==> src/lic_pkg.sv <==
// Shared types, constants and command codes for the level interrupt controller.
// Used by lic_front, lic_cmd_fifo, lic_back and level_interrupt_controller_core.
package lic_pkg;

  localparam int IRQ_LINES  = 64;
  localparam int LINE_SLOTS = 64;
  localparam int LINE_W     = 6;
  localparam int COUNT_W    = 7;
  localparam int GROUP_W    = 8;
  localparam int GROUPS     = LINE_SLOTS / GROUP_W;
  localparam int GROUP_IW   = 3;
  localparam int BIT_IW     = 3;
  localparam int FIFO_DEPTH = 2;

  localparam logic [31:0] ID_VALUE     = 32'hC51D_0000;
  localparam logic [31:0] NONE_PENDING = 32'hFFFF_FFFF;

  localparam logic [1:0] MODE_LINE  = 2'd0;
  localparam logic [1:0] MODE_READ  = 2'd1;
  localparam logic [1:0] MODE_WRITE = 2'd2;

  localparam logic [9:0] WORD_ID      = 10'd0;
  localparam logic [9:0] WORD_COUNT   = 10'd1;
  localparam logic [9:0] WORD_LOWEST  = 10'd2;
  localparam logic [9:0] WORD_DIS_ALL = 10'd3;
  localparam logic [9:0] WORD_DIS     = 10'd4;
  localparam logic [9:0] WORD_EN      = 10'd5;

  typedef enum logic [3:0] {
    OP_NOP,
    OP_LINE,
    OP_RD_ID,
    OP_RD_COUNT,
    OP_RD_LOWEST,
    OP_DIS_ALL,
    OP_DIS,
    OP_EN,
    OP_BAD
  } op_t;

  typedef struct packed {
    op_t               op;
    logic [LINE_W-1:0] line;
    logic              level;
    logic              line_ok;
  } cmd_t;

  typedef enum logic {
    BK_IDLE,
    BK_SCAN
  } bk_state_t;

endpackage

==> src/level_interrupt_controller_core.sv <==
// Top level of the level interrupt controller: front decode, command queue, back end.
// Depends on lic_pkg, lic_front, lic_cmd_fifo and lic_back.
//
// Usage. Every request on the in_ channel carries either a line level change
// (in_mode line), a bus read or a bus write, and yields exactly one result on
// the out_ channel: read data, the parent interrupt level after the request,
// and a flag for an access to an unsupported register word.
// A request is decoded on entry and placed in a two-entry queue; the back end
// takes it from there and loads the registered result. A read of the lowest
// active line searches the 64 lines in two registered steps (group of eight,
// then line within the group). Sustained throughput is one request a cycle
// while the receiver does not stall; the back end takes no new request while
// a lowest-line read is in its scan state.
// When the receiver stalls, the result stays in the output register and the
// queue goes on taking requests until both its entries are full; in_ready
// then drops. After reset every line is low and disabled, the pending count
// is zero and both the queue and the output register are empty.
module level_interrupt_controller_core (
  input  logic        clk,
  input  logic        rst_n,
  input  logic        in_valid,
  output logic        in_ready,
  input  logic [1:0]  in_mode,
  input  logic [5:0]  in_line_index,
  input  logic        in_line_level,
  input  logic [11:0] in_byte_offset,
  input  logic [31:0] in_write_data,
  output logic        out_valid,
  input  logic        out_ready,
  output logic [31:0] out_read_data,
  output logic        out_irq,
  output logic        out_bad_access
);

  lic_pkg::cmd_t dec_cmd;
  lic_pkg::cmd_t head_cmd;
  logic          fifo_full;
  logic          head_valid;
  logic          head_pop;

  // The queue accepts a request whenever it has a free entry.
  assign in_ready = !fifo_full;

  lic_front u_front (
    .in_mode        (in_mode),
    .in_line_index  (in_line_index),
    .in_line_level  (in_line_level),
    .in_byte_offset (in_byte_offset),
    .in_write_data  (in_write_data),
    .cmd            (dec_cmd)
  );

  lic_cmd_fifo u_fifo (
    .clk        (clk),
    .rst_n      (rst_n),
    .push       (in_valid && in_ready),
    .push_cmd   (dec_cmd),
    .full       (fifo_full),
    .pop        (head_pop),
    .head_valid (head_valid),
    .head_cmd   (head_cmd)
  );

  lic_back u_back (
    .clk            (clk),
    .rst_n          (rst_n),
    .cmd_valid      (head_valid),
    .cmd            (head_cmd),
    .cmd_pop        (head_pop),
    .out_valid      (out_valid),
    .out_ready      (out_ready),
    .out_read_data  (out_read_data),
    .out_irq        (out_irq),
    .out_bad_access (out_bad_access)
  );

endmodule

==> src/lic_front.sv <==
// Front end: decodes an incoming request into a command for the queue.
// Depends on lic_pkg for the command type and the word map.
module lic_front (
  input  logic [1:0]          in_mode,
  input  logic [5:0]          in_line_index,
  input  logic                in_line_level,
  input  logic [11:0]         in_byte_offset,
  input  logic [31:0]         in_write_data,
  output lic_pkg::cmd_t       cmd
);

  logic [9:0] word;

  assign word = in_byte_offset[11:2];

  always_comb begin
    cmd.op      = lic_pkg::OP_NOP;
    cmd.line    = in_line_index;
    cmd.level   = in_line_level;
    cmd.line_ok = 1'b0;
    unique case (in_mode)
      lic_pkg::MODE_LINE: begin
        cmd.op      = lic_pkg::OP_LINE;
        cmd.line_ok = {1'b0, in_line_index} < 7'(lic_pkg::IRQ_LINES);
      end
      lic_pkg::MODE_READ: begin
        unique case (word)
          lic_pkg::WORD_ID:     cmd.op = lic_pkg::OP_RD_ID;
          lic_pkg::WORD_COUNT:  cmd.op = lic_pkg::OP_RD_COUNT;
          lic_pkg::WORD_LOWEST: cmd.op = lic_pkg::OP_RD_LOWEST;
          default:              cmd.op = lic_pkg::OP_BAD;
        endcase
      end
      lic_pkg::MODE_WRITE: begin
        cmd.line    = in_write_data[lic_pkg::LINE_W-1:0];
        cmd.line_ok = in_write_data < 32'(lic_pkg::IRQ_LINES);
        unique case (word)
          lic_pkg::WORD_DIS_ALL: cmd.op = lic_pkg::OP_DIS_ALL;
          lic_pkg::WORD_DIS:     cmd.op = lic_pkg::OP_DIS;
          lic_pkg::WORD_EN:      cmd.op = lic_pkg::OP_EN;
          default:               cmd.op = lic_pkg::OP_BAD;
        endcase
      end
      default: cmd.op = lic_pkg::OP_NOP;
    endcase
  end

endmodule

==> src/lic_cmd_fifo.sv <==
// Two-entry command queue between the decode front end and the execution back end.
// Depends on lic_pkg for the command type and the queue depth.
module lic_cmd_fifo (
  input  logic          clk,
  input  logic          rst_n,
  input  logic          push,
  input  lic_pkg::cmd_t push_cmd,
  output logic          full,
  input  logic          pop,
  output logic          head_valid,
  output lic_pkg::cmd_t head_cmd
);

  lic_pkg::cmd_t mem_r [lic_pkg::FIFO_DEPTH];
  logic          wr_ptr_r, wr_ptr_nxt;
  logic          rd_ptr_r, rd_ptr_nxt;
  logic [1:0]    count_r, count_nxt;

  assign full       = count_r == 2'(lic_pkg::FIFO_DEPTH);
  assign head_valid = count_r != 2'd0;
  assign head_cmd   = mem_r[rd_ptr_r];

  always_comb begin
    wr_ptr_nxt = push ? ~wr_ptr_r : wr_ptr_r;
    rd_ptr_nxt = pop  ? ~rd_ptr_r : rd_ptr_r;
    count_nxt  = count_r + 2'(push) - 2'(pop);
  end

  always_ff @(posedge clk) begin
    if (!rst_n) begin
      wr_ptr_r <= 1'b0;
      rd_ptr_r <= 1'b0;
      count_r  <= 2'd0;
    end else begin
      wr_ptr_r <= wr_ptr_nxt;
      rd_ptr_r <= rd_ptr_nxt;
      count_r  <= count_nxt;
    end
  end

  always_ff @(posedge clk) begin
    if (push) begin
      mem_r[wr_ptr_r] <= push_cmd;
    end
  end

endmodule

==> src/lic_back.sv <==
// Back end: holds the line levels, enables and pending count, executes commands
// and fills the result register. Depends on lic_pkg.
module lic_back (
  input  logic          clk,
  input  logic          rst_n,
  input  logic          cmd_valid,
  input  lic_pkg::cmd_t cmd,
  output logic          cmd_pop,
  output logic          out_valid,
  input  logic          out_ready,
  output logic [31:0]   out_read_data,
  output logic          out_irq,
  output logic          out_bad_access
);

  logic [lic_pkg::LINE_SLOTS-1:0] levels_r, levels_nxt;
  logic [lic_pkg::LINE_SLOTS-1:0] enables_r, enables_nxt;
  logic [lic_pkg::COUNT_W-1:0]    count_r, count_nxt;
  lic_pkg::bk_state_t             state_r, state_nxt;

  logic                           valid_r, valid_nxt;
  logic [31:0]                    rdata_r, rdata_nxt;
  logic                           irq_r, irq_nxt;
  logic                           bad_r, bad_nxt;

  // First scan stage result: lowest non-empty group of active lines.
  logic                           any_r, any_nxt;
  logic [lic_pkg::GROUP_IW-1:0]   grp_r, grp_nxt;
  logic [lic_pkg::GROUP_W-1:0]    bits_r, bits_nxt;

  logic [lic_pkg::LINE_SLOTS-1:0] active;
  logic [lic_pkg::BIT_IW-1:0]     low_bit;
  logic                           slot_free;

  assign active    = levels_r & enables_r;
  assign slot_free = !valid_r || out_ready;

  assign out_valid      = valid_r;
  assign out_read_data  = rdata_r;
  assign out_irq        = irq_r;
  assign out_bad_access = bad_r;

  always_comb begin
    any_nxt  = 1'b0;
    grp_nxt  = '0;
    bits_nxt = active[lic_pkg::GROUP_W-1:0];
    for (int g = lic_pkg::GROUPS - 1; g >= 0; g--) begin
      if (|active[g*lic_pkg::GROUP_W +: lic_pkg::GROUP_W]) begin
        any_nxt  = 1'b1;
        grp_nxt  = lic_pkg::GROUP_IW'(g);
        bits_nxt = active[g*lic_pkg::GROUP_W +: lic_pkg::GROUP_W];
      end
    end
  end

  always_comb begin
    low_bit = '0;
    for (int b = lic_pkg::GROUP_W - 1; b >= 0; b--) begin
      if (bits_r[b]) begin
        low_bit = lic_pkg::BIT_IW'(b);
      end
    end
  end

  always_comb begin
    levels_nxt  = levels_r;
    enables_nxt = enables_r;
    count_nxt   = count_r;
    state_nxt   = state_r;
    valid_nxt   = valid_r && !out_ready;
    rdata_nxt   = rdata_r;
    irq_nxt     = irq_r;
    bad_nxt     = bad_r;
    cmd_pop     = 1'b0;
    unique case (state_r)
      lic_pkg::BK_IDLE: begin
        if (cmd_valid && slot_free) begin
          cmd_pop   = 1'b1;
          valid_nxt = 1'b1;
          rdata_nxt = '0;
          bad_nxt   = 1'b0;
          case (cmd.op)
            lic_pkg::OP_LINE: begin
              if (cmd.line_ok && levels_r[cmd.line] != cmd.level) begin
                levels_nxt[cmd.line] = cmd.level;
                if (enables_r[cmd.line]) begin
                  count_nxt = cmd.level ? count_r + lic_pkg::COUNT_W'(1)
                                        : count_r - lic_pkg::COUNT_W'(1);
                end
              end
            end
            lic_pkg::OP_RD_ID:    rdata_nxt = lic_pkg::ID_VALUE;
            lic_pkg::OP_RD_COUNT: rdata_nxt = 32'(count_r);
            lic_pkg::OP_RD_LOWEST: begin
              valid_nxt = 1'b0;
              state_nxt = lic_pkg::BK_SCAN;
            end
            lic_pkg::OP_DIS_ALL: begin
              enables_nxt = '0;
              count_nxt   = '0;
            end
            lic_pkg::OP_DIS: begin
              if (cmd.line_ok && enables_r[cmd.line]) begin
                enables_nxt[cmd.line] = 1'b0;
                if (levels_r[cmd.line]) begin
                  count_nxt = count_r - lic_pkg::COUNT_W'(1);
                end
              end
            end
            lic_pkg::OP_EN: begin
              if (cmd.line_ok && !enables_r[cmd.line]) begin
                enables_nxt[cmd.line] = 1'b1;
                if (levels_r[cmd.line]) begin
                  count_nxt = count_r + lic_pkg::COUNT_W'(1);
                end
              end
            end
            lic_pkg::OP_BAD: bad_nxt = 1'b1;
            default: ;
          endcase
          irq_nxt = count_nxt != '0;
        end
      end
      lic_pkg::BK_SCAN: begin
        if (slot_free) begin
          valid_nxt = 1'b1;
          bad_nxt   = 1'b0;
          irq_nxt   = count_r != '0;
          rdata_nxt = any_r ? 32'({grp_r, low_bit}) : lic_pkg::NONE_PENDING;
          state_nxt = lic_pkg::BK_IDLE;
        end
      end
      default: state_nxt = lic_pkg::BK_IDLE;
    endcase
  end

  always_ff @(posedge clk) begin
    if (!rst_n) begin
      levels_r  <= '0;
      enables_r <= '0;
      count_r   <= '0;
      state_r   <= lic_pkg::BK_IDLE;
      valid_r   <= 1'b0;
    end else begin
      levels_r  <= levels_nxt;
      enables_r <= enables_nxt;
      count_r   <= count_nxt;
      state_r   <= state_nxt;
      valid_r   <= valid_nxt;
    end
  end

  always_ff @(posedge clk) begin
    rdata_r <= rdata_nxt;
    irq_r   <= irq_nxt;
    bad_r   <= bad_nxt;
    if (state_r == lic_pkg::BK_IDLE) begin
      any_r  <= any_nxt;
      grp_r  <= grp_nxt;
      bits_r <= bits_nxt;
    end
  end

endmodule
==> config.mk <==
export PLATFORM = sky130hd
export DESIGN_NAME = level_interrupt_controller_core
export DESIGN_NICKNAME = d
export VERILOG_FILES = /design/src/lic_pkg.sv /design/src/level_interrupt_controller_core.sv /design/src/lic_front.sv /design/src/lic_cmd_fifo.sv /design/src/lic_back.sv
export SDC_FILE = /design/constraint.sdc
export NUM_CORES = 1
export LEC_CHECK = 0
export ABC_AREA = 1
export BUFFER_PORTS_ARGS = -buffer_cell sky130_fd_sc_hd__buf_2
export CAP_MARGIN = 30
export CORE_MARGIN = 5
export CORE_UTILIZATION = 30
export DETAILED_ROUTE_END_ITERATION = 10
export HOLD_SLACK_MARGIN = 0.15
export PLACE_DENSITY_LB_ADDON = 0.25
export SYNTH_ARGS = -nofsm -noshare
export SYNTH_HDL_FRONTEND = slang
export SYNTH_SLANG_ARGS = --single-unit
==> constraint.sdc <==
create_clock -name clk -period 6.1 [get_ports clk]
set_input_delay 0.61 -clock clk [delete_from_list [all_inputs] [get_ports clk]]
set_output_delay 0.61 -clock clk [all_outputs]
set_load 0.005 [all_outputs]
After elaboration in Yosys (flattened, before gate mapping):

Memories as Yosys holds them, arrays and structs flattened. A register that Yosys moved wholly into a read port is not among the register bits.
Cells that the tools add are included.

* flip-flop bits (word level): 187
* output and inout port bits: 36
* RAM bits: 24
* bits of input ports: 57
* memories: 1
* logic and storage cells: 160

Memory list
* u_fifo.mem_r: depth 2, bits a word 12, rd ports 1, clocked after memory_dff 1, write ports 1, line lic_cmd_fifo.sv:14 `lic_pkg::cmd_t mem_r [lic_pkg::FIFO_DEPTH];`

* eq/ne operators: 21
* add/sub/neg operators: 4
* mux-type cells: 75
* magnitude comparators: 3
* reductions and logical operators: 33
* bitwise operators: 7

Operator list (count)
* 64-bit one-hot mux with 3 select lines: 1
* 64-bit bitwise AND: 2
* 64-bit two-way mux: 2
* 32-bit one-hot mux with 2 select lines: 2
* 32-bit two-way mux: 3
* 64-bit bitwise mux: 1
* 8-bit two-way mux: 8
* 64-bit NOT: 1
* 64-bit bitwise OR: 1
* 8-bit OR reduction: 8
* 7-bit two-way mux: 9
* 56-bit OR reduction: 1
* 3-bit two-way mux: 12
* 4-bit one-hot mux with 3 select lines: 3
* 32-bit by 7-bit less-than comparator with 1-bit output, second input constant: 1
* 32-bit OR reduction: 1
* 7-bit one-hot mux with 4 select lines: 1
* 1-bit two-way mux: 22
* 10-bit by 2-bit equality test with 1-bit output, second input constant: 2
* 10-bit by 3-bit equality test with 1-bit output, second input constant: 2
* 4-bit by 3-bit equality test with 1-bit output, second input constant: 4
* 16-bit OR reduction: 1
* 7-bit nonzero test: 2
* 1-bit binary-select mux with 6-bit select: 2
* other kinds (30): 51

Longest topological paths before layout:

* word-level depth: 11
* depth in mapped cells: 25

Modules after synthesis:

A second synthesis with hierarchy kept.

* cell total of the unflattened synthesis: 1798
* area, all modules: 12324.3 um2

Modules (own cells, without submodules)
* lic_back: area an instance 10690.3 um2, seq. area each 3433.3 um2, cells each 1610, times used 1
* lic_cmd_fifo: area an instance 1129.8 um2, seq. area each 820.8 um2, cells each 70, times used 1
* lic_front: area an instance 490.5 um2, seq. area each 0.0 um2, cells each 115, times used 1
* level_interrupt_controller_core: area an instance 13.8 um2, seq. area each 0.0 um2, cells each 3, times used 1

Worst setup path after synthesis:

No wires, ideal clock.

* kind: flip-flop to flip-flop
* start point: register with a tool-made name
* end point: register u_back.irq_r, in the netlist u_back.out_irq, data pin
* data required time: 5842 ps
* path slack: 3551 ps
* path buffers: 2
* library setup time: 258 ps
* data arrival time: 2292 ps
* clock period less this slack: 2549 ps
* stages on the path, launching flop included: 21
* cell sequence: dfxtp_1 > buf_6 > inv_6 > buf_6 > or2_1 > o21ai_2 > inv_2 > nand2_1 > nor2_1 > nand2_1 > nand2_1 > nor2_2 > nand3_1 > inv_1 > nand2_1 > nand2_1 > nand3_1 > a21oi_1 > nand3_1 > nor2_1 > nor2_1

RTL lines
* end signal: assignment: line lic_back.sv:155 `irq_r <= irq_nxt;`
* end: declaration: line lic_back.sv:23 `logic irq_r, irq_nxt;`

==> flow_summary.json <==
{
  "syn_avg_cell_area_sq_um": 7.277,
  "synth_area_sq_mm": 0.01236,
  "synth_common_cells": "nand2_1, inv_1, dfxtp_1",
  "ys_seq_area_share_pct": 34.43,
  "cp-start-kind": "register",
  "wl_per_cell_um": 16.80,
  "holdBufCountCts": 0,
  "slew_violations": 0,
  "hold_viol_final": 0,
  "yosys_warnings": 0,
  "antenna_cells_inserted": 0,
  "syn_inst": 1698,
  "top_level_ports": 93,
  "arrival_ns": 5.21,
  "cp_common_cell": "nand2_1",
  "ys_ff_latch": 189,
  "synth_most_common_cell": "nand2_1",
  "dieArea_sq_mm": 0.04535,
  "htreeDepth": 4,
  "clk_path_buf_depth": 2,
  "netlist.area_leader.share_pct": 23.01,
  "num_rows": 74,
  "firstDrtPassIters": 5,
  "antenna_found_initial": 0,
  "cp_slowest_cell": "dfxtp_1",
  "holdCritPathClass": "in -> reg",
  "powerDensity_mw_per_mm2": 393.4,
  "worstPathRequired_ns": 6.47,
  "rsz0062_at_grt": "no",
  "cts_tree": "yes",
  "yosys-top-cells-area": "dfxtp_1, nand2_1, edfxtp_1",
  "areaGrowthSynthToFinish_pct": 10.35,
  "place.gp.congestion": 0.9296,
  "fin_ws_ns": 1.258,
  "synth_top_flop_cell": "dfxtp_1",
  "ctsResizeCount": 0,
  "slew_headroom_pct": 35.68,
  "portBuffers": 90,
  "drcViolationCount": 0,
  "yosysTopAreaCell": "dfxtp_1",
  "initial_core_util_pct": 30.26,
  "routed_wl_mm": 38.18,
  "die_y_um": 213.0,
  "via_count": 11350,
  "path_max_fanout": 57,
  "layout.nets": 1790,
  "synthArstFlopShare_pct": 0,
  "syn_nets": 1760,
  "cts_setup_buffers": 0,
  "grt_pass1_wl_mm": 59.89,
  "fin_skew_ns": 0.01634,
  "post_synth_num_cell_types": 46,
  "fmax_ghz": 0.2065,
  "via_per_inst": 4.992,
  "numCtsBuffers": 17,
  "dp_hpwl_mm": 25.71,
  "first_iter_violations": 893,
  "totalPowerFinal_mw": 5.364,
  "hold-worst-slack_ns": 0.3515,
  "post-route-period-util_pct": 79.38,
  "insertion_delay_ns": 0.46,
  "root_buffer": "clkbuf_16",
  "grt_max_degree": 74,
  "worst_pin_slew_ns": 0.9648,
  "antenna_left": 0,
  "maxCapViolations": 0,
  "cpPeakStageDelay_ns": 0.89,
  "p_leak_nw": 5.702,
  "endpoint_kind": "register",
  "final_cells": 2273,
  "core_area_sq_mm": 0.04083,
  "vdd_drop_max_v": 0.0002223,
  "path_class": "reg -> reg",
  "drive_above_1_share_pct": 15.51,
  "status": "finished clean",
  "clkSlewWorstSetupHoldPaths_ns": 0.07,
  "setup_viol": 0,
  "dpl_worst_slack_ns": 1.296,
  "dieWidth_um": 213.0,
  "clock-sinks": 189,
  "path_cells": "inv_6 > nand2_4 > nand2_2 > buf_12 > nand2_1 > nand2_1 > nand2_1 > nand2_1 > nand2_1 > nand2_1 > nand2_1 > nand2_1 > nor2_2 > nand3_1 > nand2_1 > nand3_2 > inv_4 > buf_4 > a21oi_1 > a311oi_2",
  "period_needed_ns": 4.842,
  "overflow": 0,
  "grt_pass1_vias": 10610,
  "dp_cells": 2240,
  "grt.total_usage_pct": 16.85,
  "synth_edf_count": 47,
  "finalSetupTns_ns": 0
}
[cells by family (layout without fill, tap and decap cells)]
kind of cell,count (synthesis),count (layout),synth area share [%]
simple gates,865,865,33.33
buf+inv,315,358,11.74
compound gates,307,307,18.66
flops,189,189,34.43
xor+xnor,10,10,0.7088
mux,7,7,0.6277
fa+ha+maj,5,5,0.5063
[metal layers]
metal,track usage (%),vias up,wire length [um]
li1,-,5669,-
met4,5.429,0,937
met3,2.777,62,1977
met1,22.76,5301,17450
met5,0,-,0
met2,27.61,315,17820
[cells in the final DEF, fill, tap and decap left out, drive strengths merged]
cell / n
nand2: 510
inv: 222
nor2: 198
dfxtp: 142
a21oi: 103
buf: 103
nand3: 99
o211a: 64
a311oi: 64
o21ai: 57
edfxtp: 47
clkbuf: 21
nand4: 19
nor4: 15
xor2: 10
or2: 10
o211ai: 8
clkinv: 8
nor3: 7
mux2: 6
nand3b: 5
ha: 5
o2111ai: 4
o221ai: 3
bufinv: 3
nor3b: 1
o22ai: 1
a32o: 1
o311ai: 1
or4: 1
mux2i: 1
a31oi: 1
clkinvlp: 1
[area by class of cell]
type,count,area [sq um]
fillers,4360,27200
multi-input cells,1194,6683
flip-flops and latches,189,4254
inverters,222,840.8
well taps,532,665.6
repair buffers,104,578.1
clock buffers,20,456.7
clock inverters,12,157.7
[power breakdown]
part | internal (mW) | switching, mW
registers | 1.41 | 0.112
logic | 0.681 | 1.95
clock network | 0.672 | 0.543
total | 2.76 | 2.60
[state kept, by name (all words and copies together) (netlist names), named ones only]
signal and flops:
u_back.out_irq 1, u_back.any_r 1, u_fifo.wr_ptr_r 1, u_back.count_r 7
u_fifo.rd_ptr_r 1, u_back.bits_r 8, u_back.state_r 1, u_back.levels_r 64
u_fifo.count_r 2, u_fifo.mem_r 24, u_back.enables_r 64, u_back.out_valid 1
u_back.out_read_data 9, u_back.grp_r 3, u_back.out_bad_access 1
[through the flow]
step	instance area (sq um)	util, %
finish	13640	33.39
global route	13640	33.39
CTS	13630	33.38
detailed placement	13020	31.88
global placement	13000	31.84
floorplan	12360	-
[path summary, 6_finish.rpt]
kind                                                   start                                end  slack [ns]  depth (start not counted)
worst max-delay path                                register  u_back.enables_r[13]$_SDFFE_PN0P_        1.26                         20
worst min-delay path                           in_line_level       u_fifo.mem_r[1][1]$_DFFE_PP_        0.35                          1
worst max register to register                      register  u_back.enables_r[13]$_SDFFE_PN0P_        1.26                         20
worst min register to register  u_fifo.rd_ptr_r$_SDFFE_PN0P_       u_fifo.rd_ptr_r$_SDFFE_PN0P_        0.46                          1
[worst max-delay path, delay by kind of cell, from the launching register on]
kind	cells	cell delay (ns)
buffers and inverters	4	1.46
flip-flops	1	0.89
AO/OA/AOI/OAI	2	0.33
AND/OR/NAND/NOR	14	1.97
Power figures use the tool's default switching activity.
